===== config.mk =====
export PLATFORM = sky130hd
export DESIGN_NAME = cpu16_ctrl
export DESIGN_NICKNAME = d
export VERILOG_FILES = /design/src/hw/rtl/cpu16_pkg.sv /design/src/hw/rtl/cpu16_ctrl.sv
export SDC_FILE = /design/constraint.sdc
export NUM_CORES = 1
export LEC_CHECK = 0
export BUFFER_PORTS_ARGS = -buffer_cell sky130_fd_sc_hd__clkbuf_2
export CAP_MARGIN = 20
export CORE_AREA = 2 2 41 43
export DETAILED_ROUTE_END_ITERATION = 12
export DIE_AREA = 0 0 43 45
export GPL_TIMING_DRIVEN = 1
export SETUP_SLACK_MARGIN = 0.15
export SYNTH_ARGS = -nofsm -noshare
export SYNTH_HDL_FRONTEND = slang
export SYNTH_SLANG_ARGS = --single-unit

===== constraint.sdc =====
create_clock -name clk -period 1.46 [get_ports clk]
set_input_delay 0 -clock clk [delete_from_list [all_inputs] [get_ports clk]]
set_output_delay 0 -clock clk [all_outputs]
set_load 0.005 [all_outputs]

===== src/hw/rtl/cpu16_pkg.sv =====
package cpu16_pkg;

  localparam int ADDR_BITS = 16;

  localparam logic [15:0] CHAR_LIMIT = 16'h8000;
  localparam logic [3:0]  SEL_NONE   = 4'h8;

  localparam logic [1:0] HALT_NONE   = 2'd0;
  localparam logic [1:0] HALT_OPCODE = 2'd1;
  localparam logic [1:0] HALT_FUNCT  = 2'd2;

  localparam logic [3:0] OP_MOV  = 4'd1;
  localparam logic [3:0] OP_ALU  = 4'd2;
  localparam logic [3:0] OP_CMP  = 4'd3;
  localparam logic [3:0] OP_JLO  = 4'd4;
  localparam logic [3:0] OP_JHI  = 4'd5;
  localparam logic [3:0] OP_IACK = 4'd6;
  localparam logic [3:0] OP_VEC  = 4'd7;
  localparam logic [3:0] OP_LD   = 4'd8;
  localparam logic [3:0] OP_ST   = 4'd9;
  localparam logic [3:0] OP_CALL = 4'd10;
  localparam logic [3:0] OP_RET  = 4'd11;
  localparam logic [3:0] OP_PUSH = 4'd12;
  localparam logic [3:0] OP_POP  = 4'd13;

  localparam logic [2:0] FN_ADD = 3'd0;
  localparam logic [2:0] FN_SUB = 3'd1;
  localparam logic [2:0] FN_AND = 3'd2;
  localparam logic [2:0] FN_OR  = 3'd3;
  localparam logic [2:0] FN_XOR = 3'd4;
  localparam logic [2:0] FN_NOT = 3'd5;
  localparam logic [2:0] FN_SHL = 3'd6;

  typedef struct packed {
    logic clear;
    logic accept;
    logic fetch;
    logic imm;
    logic exec;
    logic mem;
    logic intr;
    logic done;
  } cpu16_cmd_t;

  typedef struct packed {
    logic step;
    logic need_mem;
    logic clear_last;
  } cpu16_stat_t;

endpackage


===== src/hw/rtl/cpu16_ctrl.sv =====
module cpu16_ctrl (
  input  logic                  clk,
  input  logic                  rst,
  input  logic                  in_valid,
  output logic                  in_stall,
  output logic                  out_valid,
  input  logic                  out_stall,
  input  cpu16_pkg::cpu16_stat_t stat,
  output cpu16_pkg::cpu16_cmd_t  cmd
);
  import cpu16_pkg::*;

  typedef enum logic [7:0] {
    S_CLEAR = 8'b0000_0001,
    S_IDLE  = 8'b0000_0010,
    S_FETCH = 8'b0000_0100,
    S_IMM   = 8'b0000_1000,
    S_EXEC  = 8'b0001_0000,
    S_MEM   = 8'b0010_0000,
    S_INT   = 8'b0100_0000,
    S_DONE  = 8'b1000_0000
  } state_t;

  state_t state, state_next;
  logic   out_valid_next;
  logic   done_fire;

  assign in_stall  = (state != S_IDLE);
  assign done_fire = (state == S_DONE) && (!out_valid || !out_stall);

  always_comb begin
    cmd        = '0;
    cmd.clear  = (state == S_CLEAR);
    cmd.accept = (state == S_IDLE) && in_valid;
    cmd.fetch  = (state == S_FETCH);
    cmd.imm    = (state == S_IMM);
    cmd.exec   = (state == S_EXEC);
    cmd.mem    = (state == S_MEM);
    cmd.intr   = (state == S_INT);
    cmd.done   = done_fire;
  end

  always_comb begin
    state_next = state;
    case (state)
      S_CLEAR: if (stat.clear_last) state_next = S_IDLE;
      S_IDLE: begin
        if (in_valid) state_next = stat.step ? S_FETCH : S_DONE;
      end
      S_FETCH: state_next = S_IMM;
      S_IMM:   state_next = S_EXEC;
      S_EXEC:  state_next = stat.need_mem ? S_MEM : S_INT;
      S_MEM:   state_next = S_INT;
      S_INT:   state_next = S_DONE;
      S_DONE:  if (done_fire) state_next = S_IDLE;
      default: state_next = S_CLEAR;
    endcase
  end

  always_comb begin
    out_valid_next = out_valid;
    if (done_fire) out_valid_next = 1'b1;
    else if (!out_stall) out_valid_next = 1'b0;
  end

  always_ff @(posedge clk) begin
    if (rst) begin
      state     <= S_CLEAR;
      out_valid <= 1'b0;
    end else begin
      state     <= state_next;
      out_valid <= out_valid_next;
    end
  end

  a_fetch_from_idle: assert property (@(posedge clk) disable iff (rst)
    state == S_FETCH |-> $past(state) == S_IDLE)
    else $error("fetch not entered from idle");

  a_int_then_done: assert property (@(posedge clk) disable iff (rst)
    state == S_INT |=> state == S_DONE)
    else $error("interrupt phase did not finish the item");

  a_result_from_done: assert property (@(posedge clk) disable iff (rst)
    $rose(out_valid) |-> $past(state) == S_DONE)
    else $error("result raised outside the done phase");

  a_no_accept_in_clear: assert property (@(posedge clk) disable iff (rst)
    state == S_CLEAR |-> !cmd.accept)
    else $error("transfer accepted during memory clearing");

endmodule


# After elaboration in Yosys (flattened, before gate mapping)

Cells that the tools add are included.

Bits in registers: 9
Input bits: 7

Multiplexer cells: 8
Reductions and logical operators: 6
Equality and inequality tests: 13

Operators with widths:

| cell                 | number |
|---|---|
| $pmux W8 S8          | 1 |
| $mux W8              | 4 |
| $eq A8 B1 Y1 const B | 1 |
| $eq A8 B2 Y1 const B | 1 |
| $eq A8 B3 Y1 const B | 1 |
| $eq A8 B4 Y1 const B | 1 |
| $eq A8 B5 Y1 const B | 1 |
| $eq A8 B6 Y1 const B | 1 |
| $eq A8 B7 Y1 const B | 1 |
| $eq A8 B8 Y1 const B | 1 |
| $ne A8 B2 Y1 const B | 1 |
| $mux W7              | 1 |
| $ne A2 B2 Y1 const B | 3 |
| $reduce_and A3 Y1    | 1 |
| $logic_and A1 B1 Y1  | 2 |
| $logic_not A1 Y1     | 2 |
| $mux W1              | 2 |
| $ne A2 B1 Y1 const B | 1 |
| $logic_or A1 B1 Y1   | 1 |

# Longest topological paths before layout

Word-level depth: 5
Gate-level depth with buffers: 5
Depth with buffers taken out: 4

# Least setup slack after synthesis

No wires, ideal clock.

Path type: reg2reg
Start: reg state[7]
End: reg state[0]
Slack: 0.012 ns
Data arrival time: 1.329 ns
Stages on the path, launching flop included: 6
Library setup time: 0.120 ns
Data required time: 1.340 ns
Period minus slack after synthesis: 1.448 ns
Cells stage by stage: dfxtp_1 buf_4 or4b_1 o311ai_1 nand3_1 a211o_1

Cells in the longest elaborated chain, start to end: 4
Elaborated cells between the ends (all ways): 14
Classes of those cells: eq/ne: 11; mux: 1; reduce/logical: 2

Ends and longest elaborated chain:

| item                        | line                               | source |
|---|---|---|
| start, declared             | cpu16_ctrl.sv:24                   | `state_t state, state_next;` |
| start signal, assigned      | cpu16_ctrl.sv:71                   | `state <= state_next;` |
| $eq A8 B8 Y1                | cpu16_ctrl.sv:29, cpu16_ctrl.sv:45 |  |
| $logic_and A1 B1 Y1         | cpu16_ctrl.sv:29                   | `assign done_fire = (state == S_DONE) && (!out_valid \|\| !out_stall);` |
| $ne A2 B2 Y1 (no line)      | -                                  |  |
| $reduce_and A3 Y1 (no line) | -                                  |  |

Parallel ways exist; a longest one is shown, timed or not.
A chain may end at the register's enable or synchronous reset.

==> results.json <==
{
  "status": "finished with violations",
  "failed_checks": "setup timing",
  "setup-violations-final": 1,
  "max_cap_viol_count": 0,
  "timing.max_slew.rel_slack": 0.8164,
  "clk_transition_reported_paths_ns": 0.06,
  "max_freq_mhz": 678.3,
  "io_pins": 17,
  "clk-insertion-delay-late_ns": 0.27,
  "routabilityCongestion": 0.8211,
  "via_count_of_the_first_global_routing_pass": 580,
  "grt_overflow": 0,
  "cts-htree-levels": 1,
  "min_to": "state[1]$_SDFFE_PP0P_",
  "total_power_mw": 0.6607,
  "numPortBuffers": 16,
  "die_w_um": 43,
  "cts_buffers": 3,
  "finalNetCount": 112,
  "grt_antenna_before_repair": 0,
  "grt_pass1_wl_um": 2587,
  "final_cell_area_um2": 910.9,
  "syn_inst": 71,
  "worst_pin_slew_ns": 0.2729,
  "die_area_um2": 1935,
  "hold_path.class": "input port to flop",
  "global_route.usage.total": 0.1885,
  "arrival_time_at_the_worst_endpoint_ns": 1.47,
  "yosys_warnings": 0,
  "placedInstanceArea_um2": 709.4,
  "die_height_um": 45,
  "numClockSinks": 9,
  "drive_above_1_share": 0.5192,
  "ff2ff_setup_slack_ns": 0,
  "hold_start": "in_valid",
  "final_antenna_diode_count": 0,
  "pre_cts_ws_ns": 0.001005,
  "syn_to_final_growth_pct": 61.78,
  "finalClockSkew_ns": 0.0002095,
  "regToRegEndpoint": "state[0]$_SDFFE_PP1P_",
  "clk_root_buffer_cell": "sky130_fd_sc_hd__clkbuf_4",
  "vias_per_cell": 5.475,
  "std_cell_rows": 14,
  "post_synth_instance_area_um2": 563.0,
  "vias": 657,
  "drcViolationCount": 0,
  "post-synth-top-area-fraction": 0.3200,
  "power.leakage_nw": 0.3809,
  "vdd_drop_max_mv": 0.4922,
  "synthesis.area_per_instance_um2": 7.930,
  "cts-root-to-sink-buffers": 2,
  "finalCriticalPeriod_ns": 1.474,
  "setup_ws_ns": -0.01420,
  "crit_path_max_fanout": 4,
  "initial_utilization": 0.3827,
  "r2r_cells": 4,
  "hold-path-cell-count": 3,
  "final-max-slew-violation-count": 0,
  "detailed_router_s_first_iteration_violation_count": 22,
  "final.hold.worst_slack_ns": 0.07063,
  "rsz0062_at_grt": "yes",
  "timing.final.crit_share": 1.010,
  "placed_wire_length_estimate_um": 1137,
  "seq_area_frac_synth": 0.3200,
  "yosys-top-cells-area": "sky130_fd_sc_hd__dfxtp_1, sky130_fd_sc_hd__nor2_1, sky130_fd_sc_hd__nor3_1",
  "timing.critical_path.from_type": "flop",
  "tritoncts": "yes",
  "synthDistinctLibCells": 33,
  "cellPowerDensity_nw_per_um2": 725.3,
  "wirelength_um": 1711,
  "ant_nets": 0,
  "grt_max_degree": 9,
  "utilization": 0.6190,
  "end_kind": "output port",
  "syn_nets": 78,
  "core_um2": 1471,
  "r2r_start": "state[0]$_SDFFE_PP1P_",
  "worst-setup-path-type": "flop to output port",
  "required_ns": 1.46,
  "netlist.top_cell.by_area": "sky130_fd_sc_hd__dfxtp_1",
  "timing.final.hold_violations": 0,
  "wl_per_cell_um": 14.26,
  "ys_seq_elements": 9,
  "first_pass_iters": 4
}
==> area by class of cell <==
| cell class | instances | area, um^2 |
|---|---|---|
| Sequential cell | 9 | 195.2 |
| Tap cell | 16 | 20.02 |
| Fill cell | 131 | 560.5 |
| Clock buffer | 4 | 26.28 |
| Inverter | 2 | 7.507 |
| Multi-Input combinational cell | 58 | 450.4 |
| Timing Repair Buffer | 31 | 211.5 |
==> sequential cells by signal, indices dropped and copies added, names as in the netlist <==
name / flops
out_valid: 1
state: 8
==> critical path: stages (launching register included) <==
cell and delay [ns]:
sky130_fd_sc_hd__dfxtp_2 0.34, sky130_fd_sc_hd__or4b_4 0.55, sky130_fd_sc_hd__nor3b_2 0.19, sky130_fd_sc_hd__clkbuf_2 0.14
==> placed cells by master (no fill, tap or decap), types with 2 or more instances in the layout <==
cell,n
sky130_fd_sc_hd__clkbuf_2,12
sky130_fd_sc_hd__buf_4,9
sky130_fd_sc_hd__nor2_1,8
sky130_fd_sc_hd__dfxtp_2,6
sky130_fd_sc_hd__buf_2,4
sky130_fd_sc_hd__nand2b_1,3
sky130_fd_sc_hd__clkbuf_4,3
sky130_fd_sc_hd__dlygate4sd3_1,3
sky130_fd_sc_hd__buf_6,3
sky130_fd_sc_hd__nor2_2,2
sky130_fd_sc_hd__a21oi_1,2
sky130_fd_sc_hd__nor2b_1,2
sky130_fd_sc_hd__and3_1,2
sky130_fd_sc_hd__nor3_4,2
sky130_fd_sc_hd__nand3b_1,2
sky130_fd_sc_hd__nor3b_2,2
sky130_fd_sc_hd__inv_1,2
sky130_fd_sc_hd__o21ai_0,2
sky130_fd_sc_hd__a31oi_1,2
sky130_fd_sc_hd__nand3_1,2
sky130_fd_sc_hd__nor3_1,2
sky130_fd_sc_hd__dfxtp_4,2
==> through the flow <==
step | std cells | setup TNS (ns)
finish | 120 | -0.01420
global placement | 109 | 0
CTS | 117 | -0.02458
global route | 120 | -0.2800
floorplan | 71 | 0
detailed placement | 109 | 0
==> cell families (layout without fill, tap and decap cells) <==
kind of cell           count (synthesis)  after routing  synth area share
AND/OR/NAND/NOR                       42             42            0.4378
AO/OA/AOI/OAI                         15             15            0.1867
flip-flops                             9              9            0.3200
buffers and inverters                  4             37           0.04000
XOR/XNOR                               1              1           0.01556
==> power breakdown <==
part	switching (mW)	internal [mW]	total, mW
Clock	0.0956	0.106	0.201
Sequential	0.0115	0.254	0.266
Combinational	0.0915	0.102	0.193
Total	0.199	0.462	0.661
==> worst max path at each step <==
| stage | cells past startpoint | slack [ns] | start | to |
|---|---|---|---|---|
| 4_1_cts | 3 | -0.02 | state[0]$_SDFFE_PP1P_ | cmd[4] |
| 3_5_place_dp | 4 | 0.001 | state[7]$_SDFFE_PP0P_ | state[0]$_SDFFE_PP1P_ |
| 2_1_floorplan | 4 | 0.04 | state[0]$_SDFFE_PP1P_ | state[0]$_SDFFE_PP1P_ |
| 5_1_grt | 5 | -0.06 | state[7]$_SDFFE_PP0P_ | cmd[0] |
| 6_report | 3 | -0.01 | state[0]$_SDFFE_PP1P_ | cmd[4] |
| 3_3_place_gp | 4 | 0.03 | state[7]$_SDFFE_PP0P_ | state[0]$_SDFFE_PP1P_ |
==> synthesized netlist by cell type <==
| cell | n |
|---|---|
| sky130_fd_sc_hd__nor2_1 | 11 |
| sky130_fd_sc_hd__dfxtp_1 | 9 |
| sky130_fd_sc_hd__nor3_1 | 5 |
| sky130_fd_sc_hd__nand2b_1 | 3 |
| sky130_fd_sc_hd__nor2b_1 | 3 |
| sky130_fd_sc_hd__a21oi_1 | 2 |
| sky130_fd_sc_hd__a31oi_1 | 2 |
| sky130_fd_sc_hd__and3_1 | 2 |
| sky130_fd_sc_hd__buf_4 | 2 |
| sky130_fd_sc_hd__inv_1 | 2 |
| sky130_fd_sc_hd__nand2_1 | 2 |
| sky130_fd_sc_hd__nand3_1 | 2 |
| sky130_fd_sc_hd__nand3b_1 | 2 |
| sky130_fd_sc_hd__nor3b_1 | 2 |
| sky130_fd_sc_hd__nor4_1 | 2 |
| sky130_fd_sc_hd__o21ai_0 | 2 |
| sky130_fd_sc_hd__or4b_1 | 2 |
| sky130_fd_sc_hd__a211o_1 | 1 |
| sky130_fd_sc_hd__a21boi_0 | 1 |
| sky130_fd_sc_hd__a22o_1 | 1 |
| sky130_fd_sc_hd__a31o_2 | 1 |
| sky130_fd_sc_hd__nand4_1 | 1 |
| sky130_fd_sc_hd__nand4b_1 | 1 |
| sky130_fd_sc_hd__nor3b_2 | 1 |
| sky130_fd_sc_hd__nor4b_1 | 1 |
| sky130_fd_sc_hd__o211ai_1 | 1 |
| sky130_fd_sc_hd__o21a_1 | 1 |
| sky130_fd_sc_hd__o22a_1 | 1 |
| sky130_fd_sc_hd__o22ai_1 | 1 |
| sky130_fd_sc_hd__o311ai_1 | 1 |
| sky130_fd_sc_hd__or2b_1 | 1 |
| sky130_fd_sc_hd__or3_1 | 1 |
| sky130_fd_sc_hd__xnor2_1 | 1 |
==> repair_timing <==
item                                   4_1_cts  5_1_grt
setup endpoints to repair                   16       16
resized for setup                           20       14
pin swaps                                   12        6
hold buffers                                 3        0
endpoints found under the hold margin        4        0
buffers inserted                             1        3
==> metal layers <==
metal  part of all wire  GRT usage
met3              0.044    0.03600
met2               0.48     0.2909
met5                  0          0
met1               0.45     0.2407
met4              0.023     0.1273
(Power assumes the default switching activity.)
